**config.mk**
```make
export PLATFORM = sky130hd
export DESIGN_NAME = lift_position_controller_core
export DESIGN_NICKNAME = d
export VERILOG_FILES = /design/src/hdl/lpc_pkg.sv /design/src/hdl/lpc_cfg_regs.sv /design/src/hdl/lpc_ctrl.sv /design/src/hdl/lift_position_controller_core.sv
export SDC_FILE = /design/constraint.sdc
export NUM_CORES = 1
export LEC_CHECK = 0
export ABC_AREA = 1
export BUFFER_PORTS_ARGS = -buffer_cell sky130_fd_sc_hd__buf_4
export CAP_MARGIN = 20
export CORE_AREA = 2 2 274 276
export CTS_CLUSTER_SIZE = 14
export DETAILED_ROUTE_END_ITERATION = 7
export DIE_AREA = 0 0 276 278
export RECOVER_POWER = 100
export SLEW_MARGIN = 20
export SYNTH_ARGS = -nofsm -noshare
export SYNTH_HDL_FRONTEND = slang
export SYNTH_HIERARCHICAL = 1
export SYNTH_SLANG_ARGS = --single-unit
```
**constraint.sdc**
```tcl
create_clock -name clk -period 26.5 [get_ports clk]
set_input_delay 3.975 -clock clk [delete_from_list [all_inputs] [get_ports clk]]
set_output_delay 3.975 -clock clk [all_outputs]
set_load 0.01 [all_outputs]
```
**src/hdl/lpc_pkg.sv**
```systemverilog
`timescale 1ns / 1ps
// ----------------------------------------------------------------------------
// Lift position controller package
// Shared types, request and register codes, constants and small helpers.
// ----------------------------------------------------------------------------
package lpc_pkg;

  // Default width of the internal position arithmetic.
  localparam int POS_WIDTH_DEF = 16;

  // Request kinds carried in the input tuser; the spare code acts as a tick.
  localparam logic [1:0] REQ_TICK  = 2'd0;
  localparam logic [1:0] REQ_SET   = 2'd1;
  localparam logic [1:0] REQ_HOME  = 2'd2;
  localparam logic [1:0] REQ_SPARE = 2'd3;

  // Configuration register indexes.
  localparam int CFG_IDX_W = 3;
  localparam int CFG_DATA_W = 15;
  localparam logic [CFG_IDX_W-1:0] CFG_DEADBAND   = 3'd0;
  localparam logic [CFG_IDX_W-1:0] CFG_FAR_THRESH = 3'd1;
  localparam logic [CFG_IDX_W-1:0] CFG_UP_FAST    = 3'd2;
  localparam logic [CFG_IDX_W-1:0] CFG_UP_SLOW    = 3'd3;
  localparam logic [CFG_IDX_W-1:0] CFG_DOWN_FAST  = 3'd4;
  localparam logic [CFG_IDX_W-1:0] CFG_DOWN_SLOW  = 3'd5;
  localparam logic [CFG_IDX_W-1:0] CFG_MIN_SPEED  = 3'd6;
  localparam logic [CFG_IDX_W-1:0] CFG_MAX_SPEED  = 3'd7;

  // Register reset values.
  localparam logic [9:0]  RST_DEADBAND   = 10'd15;
  localparam logic [14:0] RST_FAR_THRESH = 15'd1000;
  localparam logic [6:0]  RST_UP_FAST    = 7'd100;
  localparam logic [6:0]  RST_UP_SLOW    = 7'd60;
  localparam logic [6:0]  RST_DOWN_FAST  = 7'd40;
  localparam logic [6:0]  RST_DOWN_SLOW  = 7'd20;
  localparam logic [6:0]  RST_MIN_SPEED  = 7'd30;
  localparam logic [6:0]  RST_MAX_SPEED  = 7'd60;

  // Homing speeds and scaling.
  localparam logic [6:0]  PCT_FULL       = 7'd100;
  localparam logic [6:0]  HOME_FAST_PCT  = 7'd100;
  localparam logic [6:0]  HOME_SLOW_PCT  = 7'd10;
  localparam logic [12:0] DUTY_PER_SPEED = 13'd75;

  // Target scaling p*3000/1326 = p*1500/663, done as a reciprocal multiply.
  // Exact for every 12-bit p with a 22-bit shift.
  localparam int TGT_SHIFT = 22;
  localparam logic [23:0] TGT_RECIP =
      24'(((64'd1 << TGT_SHIFT) * 64'd1500 + 64'd662) / 64'd663);
  localparam int TGT_Q_W = 14;

  // Division of a product below 10001 by 100, by reciprocal multiply.
  localparam int DIV100_SHIFT = 19;
  localparam logic [12:0] DIV100_RECIP = 13'd5243;

  // Homing and run phases, one-hot.
  typedef enum logic [4:0] {
    PH_IDLE        = 5'b00001,
    PH_UP_TOP      = 5'b00010,
    PH_DOWN_BOTTOM = 5'b00100,
    PH_UP_RELEASE  = 5'b01000,
    PH_RUN         = 5'b10000
  } phase_t;

  // Configuration register set.
  typedef struct packed {
    logic [9:0]  deadband;
    logic [14:0] far_threshold;
    logic [6:0]  up_fast_pct;
    logic [6:0]  up_slow_pct;
    logic [6:0]  down_fast_pct;
    logic [6:0]  down_slow_pct;
    logic [6:0]  min_speed;
    logic [6:0]  max_speed;
  } cfg_t;

  // Controller decision handed on to the speed stages.
  typedef struct packed {
    logic [13:0] prod;
    logic        stop;
    logic        direction_down;
    logic        arrived;
    logic        homing_busy;
    logic [15:0] position;
  } ctrl_res_t;

  // Clamp a 7-bit percentage or speed to 100.
  function automatic logic [6:0] sat100(input logic [6:0] v);
    logic [6:0] r;
    r = (v > PCT_FULL) ? PCT_FULL : v;
    return r;
  endfunction

endpackage

```
**src/hdl/lpc_cfg_regs.sv**
```systemverilog
`timescale 1ns / 1ps
// ----------------------------------------------------------------------------
// Lift position controller configuration registers
// Write-only register set, loaded through the index/data write port.
// ----------------------------------------------------------------------------
module lpc_cfg_regs (
  input  logic                              clk,
  input  logic                              rst_n,
  input  logic                              cfg_wr_en,
  input  logic [lpc_pkg::CFG_IDX_W-1:0]     cfg_index,
  input  logic [lpc_pkg::CFG_DATA_W-1:0]    cfg_data,
  output lpc_pkg::cfg_t                     cfg
);

  lpc_pkg::cfg_t cfg_r;

  // Register writes; the index selects one field, the data is truncated to it.
  always_ff @(posedge clk) begin
    if (!rst_n) begin
      cfg_r.deadband      <= lpc_pkg::RST_DEADBAND;
      cfg_r.far_threshold <= lpc_pkg::RST_FAR_THRESH;
      cfg_r.up_fast_pct   <= lpc_pkg::RST_UP_FAST;
      cfg_r.up_slow_pct   <= lpc_pkg::RST_UP_SLOW;
      cfg_r.down_fast_pct <= lpc_pkg::RST_DOWN_FAST;
      cfg_r.down_slow_pct <= lpc_pkg::RST_DOWN_SLOW;
      cfg_r.min_speed     <= lpc_pkg::RST_MIN_SPEED;
      cfg_r.max_speed     <= lpc_pkg::RST_MAX_SPEED;
    end else if (cfg_wr_en) begin
      case (cfg_index)
        lpc_pkg::CFG_DEADBAND:   cfg_r.deadband      <= cfg_data[9:0];
        lpc_pkg::CFG_FAR_THRESH: cfg_r.far_threshold <= cfg_data[14:0];
        lpc_pkg::CFG_UP_FAST:    cfg_r.up_fast_pct   <= cfg_data[6:0];
        lpc_pkg::CFG_UP_SLOW:    cfg_r.up_slow_pct   <= cfg_data[6:0];
        lpc_pkg::CFG_DOWN_FAST:  cfg_r.down_fast_pct <= cfg_data[6:0];
        lpc_pkg::CFG_DOWN_SLOW:  cfg_r.down_slow_pct <= cfg_data[6:0];
        lpc_pkg::CFG_MIN_SPEED:  cfg_r.min_speed     <= cfg_data[6:0];
        lpc_pkg::CFG_MAX_SPEED:  cfg_r.max_speed     <= cfg_data[6:0];
        default: ;
      endcase
    end
  end

  assign cfg = cfg_r;

endmodule

```
**src/hdl/lpc_ctrl.sv**
```systemverilog
`timescale 1ns / 1ps
// ----------------------------------------------------------------------------
// Lift position controller state machine
// Homing sequence, origin and target tracking, limit stops and the choice of
// the percentage command for each beat.
// ----------------------------------------------------------------------------
module lpc_ctrl #(
  parameter int POS_WIDTH = lpc_pkg::POS_WIDTH_DEF
) (
  input  logic                  clk,
  input  logic                  rst_n,
  input  logic                  step_en,
  input  logic [1:0]            req_type,
  input  logic [15:0]           raw_position,
  input  logic                  top_switch,
  input  logic                  bottom_switch,
  input  logic [POS_WIDTH-1:0]  target_conv,
  input  lpc_pkg::cfg_t         cfg,
  output lpc_pkg::ctrl_res_t    res
);

  // Width for distance compares: room for a difference of two positions and
  // for the 15-bit far threshold as a positive signed value.
  localparam int DW = (POS_WIDTH + 2 > 17) ? POS_WIDTH + 2 : 17;

  lpc_pkg::phase_t phase_r, phase_nxt, ph_eff;
  logic [15:0]          origin_r, origin_nxt, org_run;
  logic [POS_WIDTH-1:0] target_r, target_nxt, tgt_eff;
  logic                 travel_r, travel_nxt;
  logic                 moving_r, moving_nxt;

  logic [16:0]                 diff_run, diff_out;
  logic signed [POS_WIDTH-1:0] pos_run, pos_out, tgt_run;
  logic signed [DW-1:0]        delta, db_w, far_w;
  logic                        blocked_prev, blocked_now;
  logic [6:0]                  sel_pct, pct_s, lo, hi, span;
  logic                        sel_down, arrived;
  logic [13:0]                 prod;
  logic                        stop;

  // Phase and target after the request's own action.
  assign ph_eff  = (req_type == lpc_pkg::REQ_HOME) ? lpc_pkg::PH_UP_TOP : phase_r;
  assign tgt_eff = (req_type == lpc_pkg::REQ_SET) ? target_conv : target_r;

  // Position as seen in run mode, with the bottom switch re-zeroing the origin.
  assign org_run  = bottom_switch ? raw_position : origin_r;
  assign diff_run = {1'b0, raw_position} - {1'b0, org_run};
  assign pos_run  = POS_WIDTH'($signed(diff_run));

  assign blocked_prev = (!travel_r && top_switch) || (travel_r && bottom_switch);

  assign db_w  = $signed(DW'(cfg.deadband));
  assign far_w = $signed(DW'(cfg.far_threshold));

  // Phase decisions and the percentage command that results.
  always_comb begin
    phase_nxt  = ph_eff;
    origin_nxt = origin_r;
    target_nxt = tgt_eff;
    tgt_run    = $signed(tgt_eff);
    delta      = '0;
    sel_pct    = '0;
    sel_down   = 1'b0;
    arrived    = 1'b0;
    case (ph_eff)
      lpc_pkg::PH_UP_TOP: begin
        if (top_switch) begin
          phase_nxt = lpc_pkg::PH_DOWN_BOTTOM;
          sel_pct   = lpc_pkg::HOME_SLOW_PCT;
          sel_down  = 1'b1;
        end else begin
          sel_pct   = lpc_pkg::HOME_FAST_PCT;
        end
      end
      lpc_pkg::PH_DOWN_BOTTOM: begin
        if (bottom_switch) begin
          origin_nxt = raw_position;
          phase_nxt  = lpc_pkg::PH_UP_RELEASE;
          sel_pct    = lpc_pkg::HOME_FAST_PCT;
        end else begin
          sel_pct    = lpc_pkg::HOME_SLOW_PCT;
          sel_down   = 1'b1;
        end
      end
      lpc_pkg::PH_UP_RELEASE: begin
        if (!bottom_switch) begin
          phase_nxt  = lpc_pkg::PH_RUN;
          target_nxt = '0;
        end else begin
          sel_pct    = lpc_pkg::HOME_FAST_PCT;
        end
      end
      lpc_pkg::PH_RUN: begin
        origin_nxt = org_run;
        // A limit hit while moving freezes the target at the current position.
        if (moving_r && blocked_prev) begin
          tgt_run = pos_run;
        end
        target_nxt = tgt_run;
        delta = DW'(pos_run) - DW'(tgt_run);
        if ((delta < db_w) && (delta > -db_w)) begin
          arrived = 1'b1;
        end else if (delta > 0) begin
          sel_pct  = (delta > far_w) ? cfg.down_fast_pct : cfg.down_slow_pct;
          sel_down = 1'b1;
        end else if (delta < 0) begin
          sel_pct  = (-delta > far_w) ? cfg.up_fast_pct : cfg.up_slow_pct;
        end
      end
      default: begin
        phase_nxt = lpc_pkg::PH_IDLE;
      end
    endcase
  end

  // Drive: clamp, span, switch block and the moving flag.
  assign pct_s = lpc_pkg::sat100(sel_pct);
  assign lo    = lpc_pkg::sat100(cfg.min_speed);
  assign hi    = lpc_pkg::sat100(cfg.max_speed);
  assign span  = (hi > lo) ? hi - lo : '0;
  assign prod  = 14'(pct_s) * 14'(span);
  assign blocked_now = (!sel_down && top_switch) || (sel_down && bottom_switch);
  assign stop  = (pct_s == '0) || blocked_now;
  assign travel_nxt = (pct_s != '0) ? sel_down : travel_r;
  assign moving_nxt = !stop && !((lo == '0) && (prod < 14'd100));

  // Reported position uses the origin after this beat.
  assign diff_out = {1'b0, raw_position} - {1'b0, origin_nxt};
  assign pos_out  = POS_WIDTH'($signed(diff_out));

  always_ff @(posedge clk) begin
    if (!rst_n) begin
      phase_r  <= lpc_pkg::PH_IDLE;
      origin_r <= '0;
      target_r <= '0;
      travel_r <= 1'b0;
      moving_r <= 1'b0;
    end else if (step_en) begin
      phase_r  <= phase_nxt;
      origin_r <= origin_nxt;
      target_r <= target_nxt;
      travel_r <= travel_nxt;
      moving_r <= moving_nxt;
    end
  end

  always_comb begin
    res.prod           = prod;
    res.stop           = stop;
    res.direction_down = travel_nxt;
    res.arrived        = arrived;
    res.homing_busy    = (phase_nxt == lpc_pkg::PH_UP_TOP) ||
                         (phase_nxt == lpc_pkg::PH_DOWN_BOTTOM) ||
                         (phase_nxt == lpc_pkg::PH_UP_RELEASE);
    res.position       = 16'(pos_out);
  end

endmodule

```
**src/hdl/lift_position_controller_core.sv**
```systemverilog
`timescale 1ns / 1ps
// ----------------------------------------------------------------------------
// Lift position controller core
// Bang-bang lift positioner with homing, fed by encoder and switch samples.
// ----------------------------------------------------------------------------
// Every input beat gives exactly one result beat, and a new beat can be taken
// in every clock cycle unless all stages are full and no result is taken. A beat
// passes through an input stage that scales the target (tenths of millimetre
// to counts by a reciprocal multiply), the state machine stage that also forms
// the speed product, a stage dividing it by 100, a stage holding the speed,
// and the output register that applies the duty scale. Each stage holds while
// the one after it is full and cannot move on, so the input keeps accepting
// beats while a result waits to be taken, until all five stages hold a beat.
// Configuration may only be written while no beat is in flight.
module lift_position_controller_core #(
  parameter int POS_WIDTH = lpc_pkg::POS_WIDTH_DEF
) (
  input  logic                           clk,
  input  logic                           rst_n,
  // Input channel.
  input  logic                           in_tvalid,
  output logic                           in_tready,
  // tdata: raw_position[15:0], top_switch[16], bottom_switch[17],
  //        target_tenth_mm[29:18], zero fill [31:30]
  input  logic [31:0]                    in_tdata,
  // tuser: req_type[1:0]
  input  logic [1:0]                     in_tuser,
  // Result channel.
  output logic                           out_tvalid,
  input  logic                           out_tready,
  // tdata: duty[12:0], direction_down[13], arrived[14], homing_busy[15],
  //        position[31:16]
  output logic [31:0]                    out_tdata,
  // Configuration write port.
  input  logic                           cfg_wr_en,
  input  logic [lpc_pkg::CFG_IDX_W-1:0]  cfg_index,
  input  logic [lpc_pkg::CFG_DATA_W-1:0] cfg_data
);

  localparam logic [63:0] TgtLim = (64'd1 << (POS_WIDTH - 1)) - 64'd1;

  lpc_pkg::cfg_t      cfg;
  lpc_pkg::ctrl_res_t ctrl_res;

  // Stage valids and readiness.
  logic s1_v_r, s2_v_r, s3_v_r, s4_v_r, out_v_r;
  logic s1_rdy, s2_rdy, s3_rdy, s4_rdy, out_rdy;

  // Stage 1: captured input beat.
  logic [1:0]  s1_req_r;
  logic [15:0] s1_raw_r;
  logic        s1_top_r, s1_bot_r;
  logic [11:0] s1_tmm_r;

  // Stage 2: beat with the target already scaled.
  logic [1:0]           s2_req_r;
  logic [15:0]          s2_raw_r;
  logic                 s2_top_r, s2_bot_r;
  logic [POS_WIDTH-1:0] s2_tgt_r;

  // Stage 3 and 4: decision, then speed.
  lpc_pkg::ctrl_res_t s3_res_r;
  logic [6:0]         s4_speed_r;
  logic               s4_dir_r, s4_arr_r, s4_busy_r;
  logic [15:0]        s4_pos_r;

  // Output register.
  logic [12:0] out_duty_r;
  logic        out_dir_r, out_arr_r, out_busy_r;
  logic [15:0] out_pos_r;

  // Target scaling and clamping.
  logic [35:0]          tgt_prod;
  logic [lpc_pkg::TGT_Q_W-1:0] tgt_q;
  logic [POS_WIDTH-1:0] tgt_conv;

  // Speed from the product.
  logic [26:0] div_prod;
  logic [6:0]  quot, lo, speed_nxt;

  lpc_cfg_regs u_cfg (
    .clk       (clk),
    .rst_n     (rst_n),
    .cfg_wr_en (cfg_wr_en),
    .cfg_index (cfg_index),
    .cfg_data  (cfg_data),
    .cfg       (cfg)
  );

  // Ready chain: a stage can load when it is empty or its contents move on.
  assign out_rdy   = !out_v_r || out_tready;
  assign s4_rdy    = !s4_v_r || out_rdy;
  assign s3_rdy    = !s3_v_r || s4_rdy;
  assign s2_rdy    = !s2_v_r || s3_rdy;
  assign s1_rdy    = !s1_v_r || s2_rdy;
  assign in_tready = s1_rdy;

  always_ff @(posedge clk) begin
    if (!rst_n) begin
      s1_v_r  <= 1'b0;
      s2_v_r  <= 1'b0;
      s3_v_r  <= 1'b0;
      s4_v_r  <= 1'b0;
      out_v_r <= 1'b0;
    end else begin
      if (s1_rdy)  s1_v_r  <= in_tvalid;
      if (s2_rdy)  s2_v_r  <= s1_v_r;
      if (s3_rdy)  s3_v_r  <= s2_v_r;
      if (s4_rdy)  s4_v_r  <= s3_v_r;
      if (out_rdy) out_v_r <= s4_v_r;
    end
  end

  // Stage 1 capture.
  always_ff @(posedge clk) begin
    if (s1_rdy) begin
      s1_req_r <= in_tuser;
      s1_raw_r <= in_tdata[15:0];
      s1_top_r <= in_tdata[16];
      s1_bot_r <= in_tdata[17];
      s1_tmm_r <= in_tdata[29:18];
    end
  end

  // Target in counts, floor(p*3000/1326), clamped to the largest position.
  assign tgt_prod = 36'(s1_tmm_r) * 36'(lpc_pkg::TGT_RECIP);
  assign tgt_q    = tgt_prod[lpc_pkg::TGT_SHIFT +: lpc_pkg::TGT_Q_W];
  assign tgt_conv = (64'(tgt_q) > TgtLim) ? TgtLim[POS_WIDTH-1:0]
                                           : POS_WIDTH'(tgt_q);

  always_ff @(posedge clk) begin
    if (s2_rdy) begin
      s2_req_r <= s1_req_r;
      s2_raw_r <= s1_raw_r;
      s2_top_r <= s1_top_r;
      s2_bot_r <= s1_bot_r;
      s2_tgt_r <= tgt_conv;
    end
  end

  // Stage 2: the state machine steps once per beat leaving this stage.
  lpc_ctrl #(
    .POS_WIDTH (POS_WIDTH)
  ) u_ctrl (
    .clk           (clk),
    .rst_n         (rst_n),
    .step_en       (s2_v_r && s3_rdy),
    .req_type      (s2_req_r),
    .raw_position  (s2_raw_r),
    .top_switch    (s2_top_r),
    .bottom_switch (s2_bot_r),
    .target_conv   (s2_tgt_r),
    .cfg           (cfg),
    .res           (ctrl_res)
  );

  always_ff @(posedge clk) begin
    if (s3_rdy) begin
      s3_res_r <= ctrl_res;
    end
  end

  // Stage 3: speed = min + product/100, zero when stopped.
  assign div_prod  = 27'(s3_res_r.prod) * 27'(lpc_pkg::DIV100_RECIP);
  assign quot      = div_prod[lpc_pkg::DIV100_SHIFT +: 7];
  assign lo        = lpc_pkg::sat100(cfg.min_speed);
  assign speed_nxt = s3_res_r.stop ? '0 : lo + quot;

  always_ff @(posedge clk) begin
    if (s4_rdy) begin
      s4_speed_r <= speed_nxt;
      s4_dir_r   <= s3_res_r.direction_down;
      s4_arr_r   <= s3_res_r.arrived;
      s4_busy_r  <= s3_res_r.homing_busy;
      s4_pos_r   <= s3_res_r.position;
    end
  end

  // Output register with the duty scale applied.
  always_ff @(posedge clk) begin
    if (out_rdy) begin
      out_duty_r <= 13'(s4_speed_r) * lpc_pkg::DUTY_PER_SPEED;
      out_dir_r  <= s4_dir_r;
      out_arr_r  <= s4_arr_r;
      out_busy_r <= s4_busy_r;
      out_pos_r  <= s4_pos_r;
    end
  end

  assign out_tvalid = out_v_r;
  assign out_tdata  = {out_pos_r, out_busy_r, out_arr_r, out_dir_r, out_duty_r};

endmodule
```
Word-level counts from Yosys, hierarchy flattened --
Cells that the tools add are included. W data, S select, Z words.
Storage, ports and cells: register bits after elaboration 269, input bits 57
Operators by class: multiplexer cells 32, equality and inequality tests 16, reductions and logical operators 41, add/sub/neg operators 7, multipliers 4, $lt $le $gt $ge 11
Operator list (count):
- $mux W16 | 6
- $mux W7 | 12
- $pmux W16 S2 | 1
- $sub A16 B16 Y16 | 2
- $mul A12 B19 Y31 const B | 1
- $pmux W7 S4 | 1
- $mul A14 B13 Y26 const B | 1
- $gt A7 B7 Y1 const B | 3
- $mux W5 | 4
- $pmux W5 S4 | 1
- $gt A17 B18 Y1 | 1
- $gt A18 B16 Y1 | 1
- $neg A10 Y18 | 1
- $neg A17 Y18 | 1
- $gt A17 B1 Y1 const B | 1
- $gt A17 B16 Y1 | 1
- $lt A17 B1 Y1 const B | 1
- $lt A17 B11 Y1 | 1
- $sub A16 B16 Y17 | 1
- $reduce_and A2 Y1 | 8
- $logic_not A7 Y1 | 2
- $lt A14 B7 Y1 const B | 1
- $mul A7 B7 Y14 | 1
- $mul A7 B7 Y13 const B | 1
- 20 further kinds | 57

Depth between registers and ports, before layout --
Gate-level depths: netlist (run 1).
depth in word-level cells 21, mapped depth 73, gate-level depth less buffers 71

By module --
Netlist (run 1), hierarchy kept.
By module, submodules not included:
- lift_position_controller_core | seq. area each 4844.6 um^2, area each 13902.1 um^2, cells an instance 1392, instances 1
- lpc_ctrl | seq. area each 780.7 um^2, area each 9141.3 um^2, cells an instance 1442, instances 1
- lpc_cfg_regs | seq. area each 1341.3 um^2, area each 2590.0 um^2, cells an instance 367, instances 1

Worst setup path before layout (run 1) --
OpenSTA, ideal clock, no wires.
path type register -> register, start register s2_bot_r, end register u_ctrl.moving_r, cell stages (with the launch flop) 59, path slack 15753 ps, arrival time 10617 ps, path through edfxtp_1 -> clkbuf_1 -> clkbuf_1 -> mux2i_1 -> ha_1 -> or2_1 -> and2_4 -> xor2_1 -> o21ai_0 -> ha_1 -> or3_1 -> nand2_1 -> inv_1 -> nor3_1 -> inv_1 -> nor3_1 -> nor3b_1 -> nand4_1 -> (+23 left out) -> fa_1 -> inv_1 -> fa_1 -> ha_1 -> nand2_1 -> nor2_1 -> a211oi_1 -> o21ai_0 -> a21oi_1 -> inv_1 -> a21oi_1 -> xor2_1 -> nor4_1 -> or3b_2 -> nor3_1 -> nor2_1 -> nand3_1 -> a21oi_2
RTL lines:
- start: declaration | line lift_position_controller_core.sv:58 | logic s2_top_r, s2_bot_r;
- start signal: assignment | line lift_position_controller_core.sv:136 | s2_bot_r <= s1_bot_r;
- end signal: assignment | line lpc_ctrl.sv:143 | moving_r <= moving_nxt;
- end: declaration | line lpc_ctrl.sv:30 | logic moving_r, moving_nxt;

==> flow_summary.ini, run 1 <==
[run_status]
outcome = complete, but fails checks
violations = design-rule violations, max-capacitance violations, max-slew violations

[yosys]
yosys_warnings = 6
ys_seq_area_share_pct = 27.2
yosys.area.top_type = edfxtp_1
synthCells = 3201
yosysTopAreaCellShare_pct = 18.5
netlist_area_um2 = 25600
synth_seq_cells = 269
syn_avg_cell_area_um2 = 8.01
yosys-top-cells-area = edfxtp_1 (19%), ha_1 (18%), fa_1 (12%)
synth_cell_type_count = 60

[pwr]
swShare_pct = 44.1
pwr_density_cell_nw_per_um2 = 75.2
p_sw_uw = 938
power.total_mw = 2.13
cell_internal_pwr_mw = 1.19
peakVddDrop_mv = 0.0532
combPwrFrac_pct = 52.1
p_leak_nw = 14.9
seqPwrFrac_pct = 25.0
power_frac_clock_pct = 22.8

[route]
drc = 4
drt_iter0_drc = 1029
finalWirelength_um = 61100
routedWlPerCell_um = 14.3
via_per_inst = 4.75
dr.pass1.iters = 8
drt.antenna.violating_nets = 0
num_vias = 20356

[worst_setup_path]
crit_path_start_kind = flip-flop
cp_slowest_cell = clkbuf_1
critPathMaxStageDelay_ps = 1080
path_max_fanout = 20
crit_arrival_ps = 13910
worst_path_most_repeated_cell = nand2_1
criticalPathCategory = flip-flop to flip-flop
cp_data_required_time_ps = 26900
endpoint_kind = flip-flop

[finish]
drive_gt1_share_pct = 6.03
multiInputGateArea_um2 = 16100
final_area_um2 = 28300
diodes = 0
seq_area_um2 = 6970
utilization_pct = 38.3
stdcell_count = 4284
fill_cells = 7720
nets = 3864
area_growth_pct = 10.4

[timing]
setup_slack_ps = 12990
drv_slew = 273
fin_setup_tns_ps = 0
whs_ps = 402
fin_crit_sh_pct = 51.0
max_freq_ghz = 0.0740
clock_skew_ps = 37.4
fin_crit_ps = 13510
slew_headroom_pct = -126
rsz0062_at_grt = false
setup_viol = 0
hold_viol_final = 0
tightest_slew_ps = 3390

[clock_tree]
cts_buffers = 35
post_cts_resized = 0
cts-htree-levels = 2
post_cts_buffers = 0
cts_max_path_buffers = 3
cts.sinks = 269
clk_latency_ps = 560
cts_tree = yes
cts_root_buffer = clkbuf_16
ctsHoldBuffers = 0
clk_pin_slew_ps = 60

[floorplan]
die_w_um = 276
initial_core_util_pct = 34.7
ios = 91
die_area_um2 = 76700
die_h_um = 278
fp-row-count = 100
core_area_um2 = 73800

[min_path]
hold_path.class = flip-flop to flip-flop

[grt]
use_met2_pct = 29.1
grt_pass1_vias = 20097
grt_max_degree = 77
grt_pass1_wl_um = 101000
met1_usage_pct = 20.3
grt_overflow_total = 0
use_met3_pct = 1.92
grt_use_total_pct = 16.2
grt-busiest-layer = met2
antenna_found_initial = 0

[placement]
dpl.cell_count = 4222
gp_congestion = 0.877
place_ws_ps = 14640
hpwl_um = 49200
io_buffers = 88
placed_area_um2 = 27400

[run]
cap_violations = 7
## area by class of cell
cell class                 instances  share of cell area [%]
tap                              969                    4.28
clock inverter                    19                   0.672
sequential                       269                    24.6
timing repair buffer              99                    1.91
multi-input combinational       2262                    56.8
clock buffer                      43                    3.46
inverter                         623                    8.26
## worst paths after layout
kind / startpoint / endpoint / cells past startpoint / slack (ps)
max: s2_bot_r / u_ctrl/moving_r / 56 / 12990
max reg2reg: s2_bot_r / u_ctrl/moving_r / 56 / 12990
min: s4_pos_r[2] / out_pos_r[2] / 0 / 400
min reg2reg: s4_pos_r[2] / out_pos_r[2] / 0 / 400
## state kept, by name, summed over array words and instances (netlist names), 2 cells and up
register	count
u_cfg/cfg	67
s3_res_r	34
out_pos_r	16
s1_raw_r	16
s2_raw_r	16
s4_pos_r	16
u_ctrl/origin_r	16
u_ctrl/target_r	16
s2_tgt_r	14
out_duty_r	13
s1_tmm_r	12
s4_speed_r	7
u_ctrl/phase_r	5
s1_req_r	2
s2_req_r	2
## placed cells by master (no fill, tap or decap), types with 10 or more instances in the layout
cell type | Yosys | final
mux2i_1 | 21 | 21
clkbuf_1 | 26 | 57
inv_1 | 606 | 606
buf_4 | 10 | 21
nor3_1 | 27 | 27
dfxtp_1 | 111 | 111
edfxtp_1 | 158 | 158
o21ai_1 | 14 | 12
ha_1 | 365 | 365
o21bai_1 | 19 | 19
nand4_1 | 38 | 38
a21oi_1 | 133 | 134
clkbuf_4 | 0 | 24
fa_1 | 152 | 152
a21o_1 | 11 | 11
nand2_1 | 654 | 657
xor2_1 | 56 | 56
nand2_2 | 24 | 23
nand3_1 | 176 | 176
xnor2_1 | 10 | 10
o211ai_1 | 19 | 19
clkbuf_16 | 0 | 37
o21ai_0 | 101 | 104
nor2_2 | 13 | 11
nor2_1 | 317 | 319
inv_2 | 13 | 13
## cell usage after synthesis (all sizes together)
cell and number:
a31oi 5, conb 1, or3 2, or2 6, a21o 11, nor2 337
and2 7, o21a 8, nand2 683, a21boi 2, o221ai 1, mux2 2
buf 22, xor2 56, o2111ai 2, or3b 1, o21bai 20, o211ai 19
clkbuf 26, o221a 9, a221oi 2, clkinv 4, nand4 38, o22ai 2
fa 152, inv 619, nand3b 9, mux2i 21, xnor2 10, nand3 185
and3 1, a211oi 8, o31ai 1, dfxtp 111, ha 365, nor3b 1
a21oi 138, nor3 29, nor4 4, edfxtp 158, o21ai 123
## layer usage
layer	part of all wire, %	vias to the layer above
met4	2.7	0
met2	49	315
met3	3.5	80
li1	-	10474
met5	0	-
met1	45	9487
## critical path: cells and delay by family, from the launching register on
| family | cells | cell delay (ps) |
|---|---|---|
| xor+xnor | 3 | 590 |
| buf+inv | 8 | 1750 |
| simple gates | 27 | 4820 |
| flops | 1 | 320 |
| fa+ha+maj | 8 | 3330 |
| compound gates | 10 | 2510 |
## power groups by stage
stage / Combinational [mW] / Sequential, mW / Clock [mW]
global route: 1.29 / 0.539 / 0.515
global placement: 1.12 / 0.542 / 0
detailed placement: 1.13 / 0.543 / 0
floorplan: 0.838 / 0.536 / 0
finish: 1.11 / 0.533 / 0.485
CTS: 1.14 / 0.534 / 0.501
## cells by family (layout without fill, tap and decap cells)
kind of cell	Yosys count	in the layout	synth area share (%)
adders and majority gates	517	517	29.7
other	1	2	0.0146
muxes	23	23	0.908
AOI/OAI and AO/OA	351	351	8.09
buffers and inverters	671	784	10.0
xor gates and xnor gates	66	66	2.26
DFF	269	269	27.2
and+or+nand+nor	1303	1303	21.8
Power figures use the tool's default switching activity.
==> run 2: changes to the inputs <==
clock period = 12.6 ns   (was 26.5 ns; I/O delays follow)
==> run 2 against run 1 <==
Compared with the run above: the flow still finishes with violations (design-rule violations, max-capacitance violations, max-slew violations); sequential cell count is the same; die area is the same; critical path depth is the same; clock power grew 100%; clock-buffer cell count shrank 1; setup slack lost 12000 ps; sequential share of layout area is essentially flat; global-route usage grew 0.11 points; total power grew 110%; worst hold slack gained 2.8 ps; critical endpoint unchanged; largest cell class unchanged.
==> flow_summary.ini, run 2 (synthesis gave the netlist of run 1 again) <==
[clock_tree]
clk_pin_slew_ps = 60
cts_buffers = 34
post_cts_buffers = 0
cts_tree = yes
cts_root_buffer = clkbuf_16
cts-htree-levels = 2
cts_max_path_buffers = 3
post_cts_resized = 0
cts.sinks = 269
ctsHoldBuffers = 0
clk_latency_ps = 560

[run_status]
outcome = complete, but fails checks
violations = design-rule violations, max-capacitance violations, max-slew violations

[grt]
grt_pass1_vias = 19974
antenna_found_initial = 1
grt_max_degree = 68
grt_use_total_pct = 16.3
grt_overflow_total = 0
grt_pass1_wl_um = 102000

[timing]
hold_viol_final = 0
tightest_slew_ps = 2850
rsz0062_at_grt = false
fin_crit_sh_pct = 91.9
fin_setup_tns_ps = 0
clock_skew_ps = 29.8
drv_slew = 296
setup_slack_ps = 1030
setup_viol = 0
slew_headroom_pct = -89.8
fin_crit_ps = 11570
whs_ps = 405
max_freq_ghz = 0.0864

[floorplan]
die_w_um = 276
initial_core_util_pct = 34.7
core_area_um2 = 73800
ios = 91
die_area_um2 = 76700
fp-row-count = 100
die_h_um = 278

[worst_setup_path]
crit_path_start_kind = flip-flop
endpoint_kind = flip-flop
cp_data_required_time_ps = 13000
path_max_fanout = 9
r2r-end = u_ctrl/moving_r
critPathMaxStageDelay_ps = 590
reg2reg_depth = 56
crit_arrival_ps = 11970
setup.worst_path.start = s2_bot_r
cp_slowest_cell = edfxtp_1
criticalPathCategory = flip-flop to flip-flop
r2r-start = s2_bot_r
r2r_slack_ps = 1030

[route]
drt_iter0_drc = 992
routedWlPerCell_um = 14.3
num_vias = 20163
drc = 5
finalWirelength_um = 61200
via_per_inst = 4.71
dr.pass1.iters = 7
drt.antenna.violating_nets = 0

[pwr]
pwr_density_cell_nw_per_um2 = 157
p_leak_nw = 14.9
peakVddDrop_mv = 0.134

[finish]
diodes = 0
utilization_pct = 38.3
area_growth_pct = 10.4
final_common_cell = nand2_1
largest_reg_flops = 67
stdcell_count = 4284
nets = 3865
drive_gt1_share_pct = 6.24
final_cell_mix = nand2_1 (656), inv_1 (606), ha_1 (365), nor2_1 (319), nand3_1 (176)

[placement]
dpl.cell_count = 4223
place_ws_ps = 812
hpwl_um = 49600
gp_congestion = 0.880
io_buffers = 88

[run]
cap_violations = 7

[min_path]
min_path_cells = 0
hold_path.class = flip-flop to flip-flop
worstHoldStart = s1_req_r[1]
hold_end = s2_req_r[1]
[run 2: how the worst max path moves through the flow]
| stage | slack [ps] | cells past startpoint | end |
|---|---|---|---|
| 6_report | 1030 | 56 | u_ctrl/moving_r |
| 3_5_place_dp | 810 | 57 | u_ctrl/moving_r |
| 5_1_grt | 50 | 58 | u_ctrl/moving_r |
| 3_3_place_gp | 870 | 57 | u_ctrl/moving_r |
| 2_1_floorplan | 1850 | 58 | u_ctrl/moving_r |
| 4_1_cts | 720 | 57 | u_ctrl/moving_r |
[run 2: critical path: cells and delay by family (launching register included)]
kind,cells,cell delay (ps)
simple gates,27,4590
fa+ha+maj,8,3000
compound gates,10,1860
buf+inv,7,600
flops,1,590
xor+xnor,3,440
mux,1,340
[run 2: final cells by class]
type | count | area [um^2]
Tap cell | 969 | 1210
Sequential cell | 269 | 6970
Timing Repair Buffer | 101 | 571
Fill cell | 7755 | 45500
Inverter | 623 | 2340
Clock buffer | 42 | 986
Multi-Input combinational cell | 2262 | 16100
Clock inverter | 18 | 140
[run 2: metrics by stage]
step | area, um^2 | power (mW)
3_5_place_dp | 27400 | 3.52
3_3_place_gp | 27400 | 3.51
2_1_floorplan | 25600 | 2.89
4_1_cts | 28500 | 4.53
5_1_grt | 28300 | 4.89
6_report | 28300 | 4.43
[run 2: where the power goes]
part	switching (mW)	total [mW]	leakage, nW	internal (mW)
registers	0.0646	1.12	2.64	1.06
logic	1.50	2.34	11.7	0.842
clock network	0.408	0.973	0.552	0.565
total	1.97	4.43	14.9	2.46
[run 2: routing by layer]
metal | track usage (%) | wire length [um] | vias up
met4 | 4.32 | 1350 | 0
li1 | - | - | 10478
met3 | 2.09 | 2390 | 68
met5 | 0 | 0 | -
met2 | 29.4 | 30100 | 315
met1 | 20.5 | 27300 | 9302
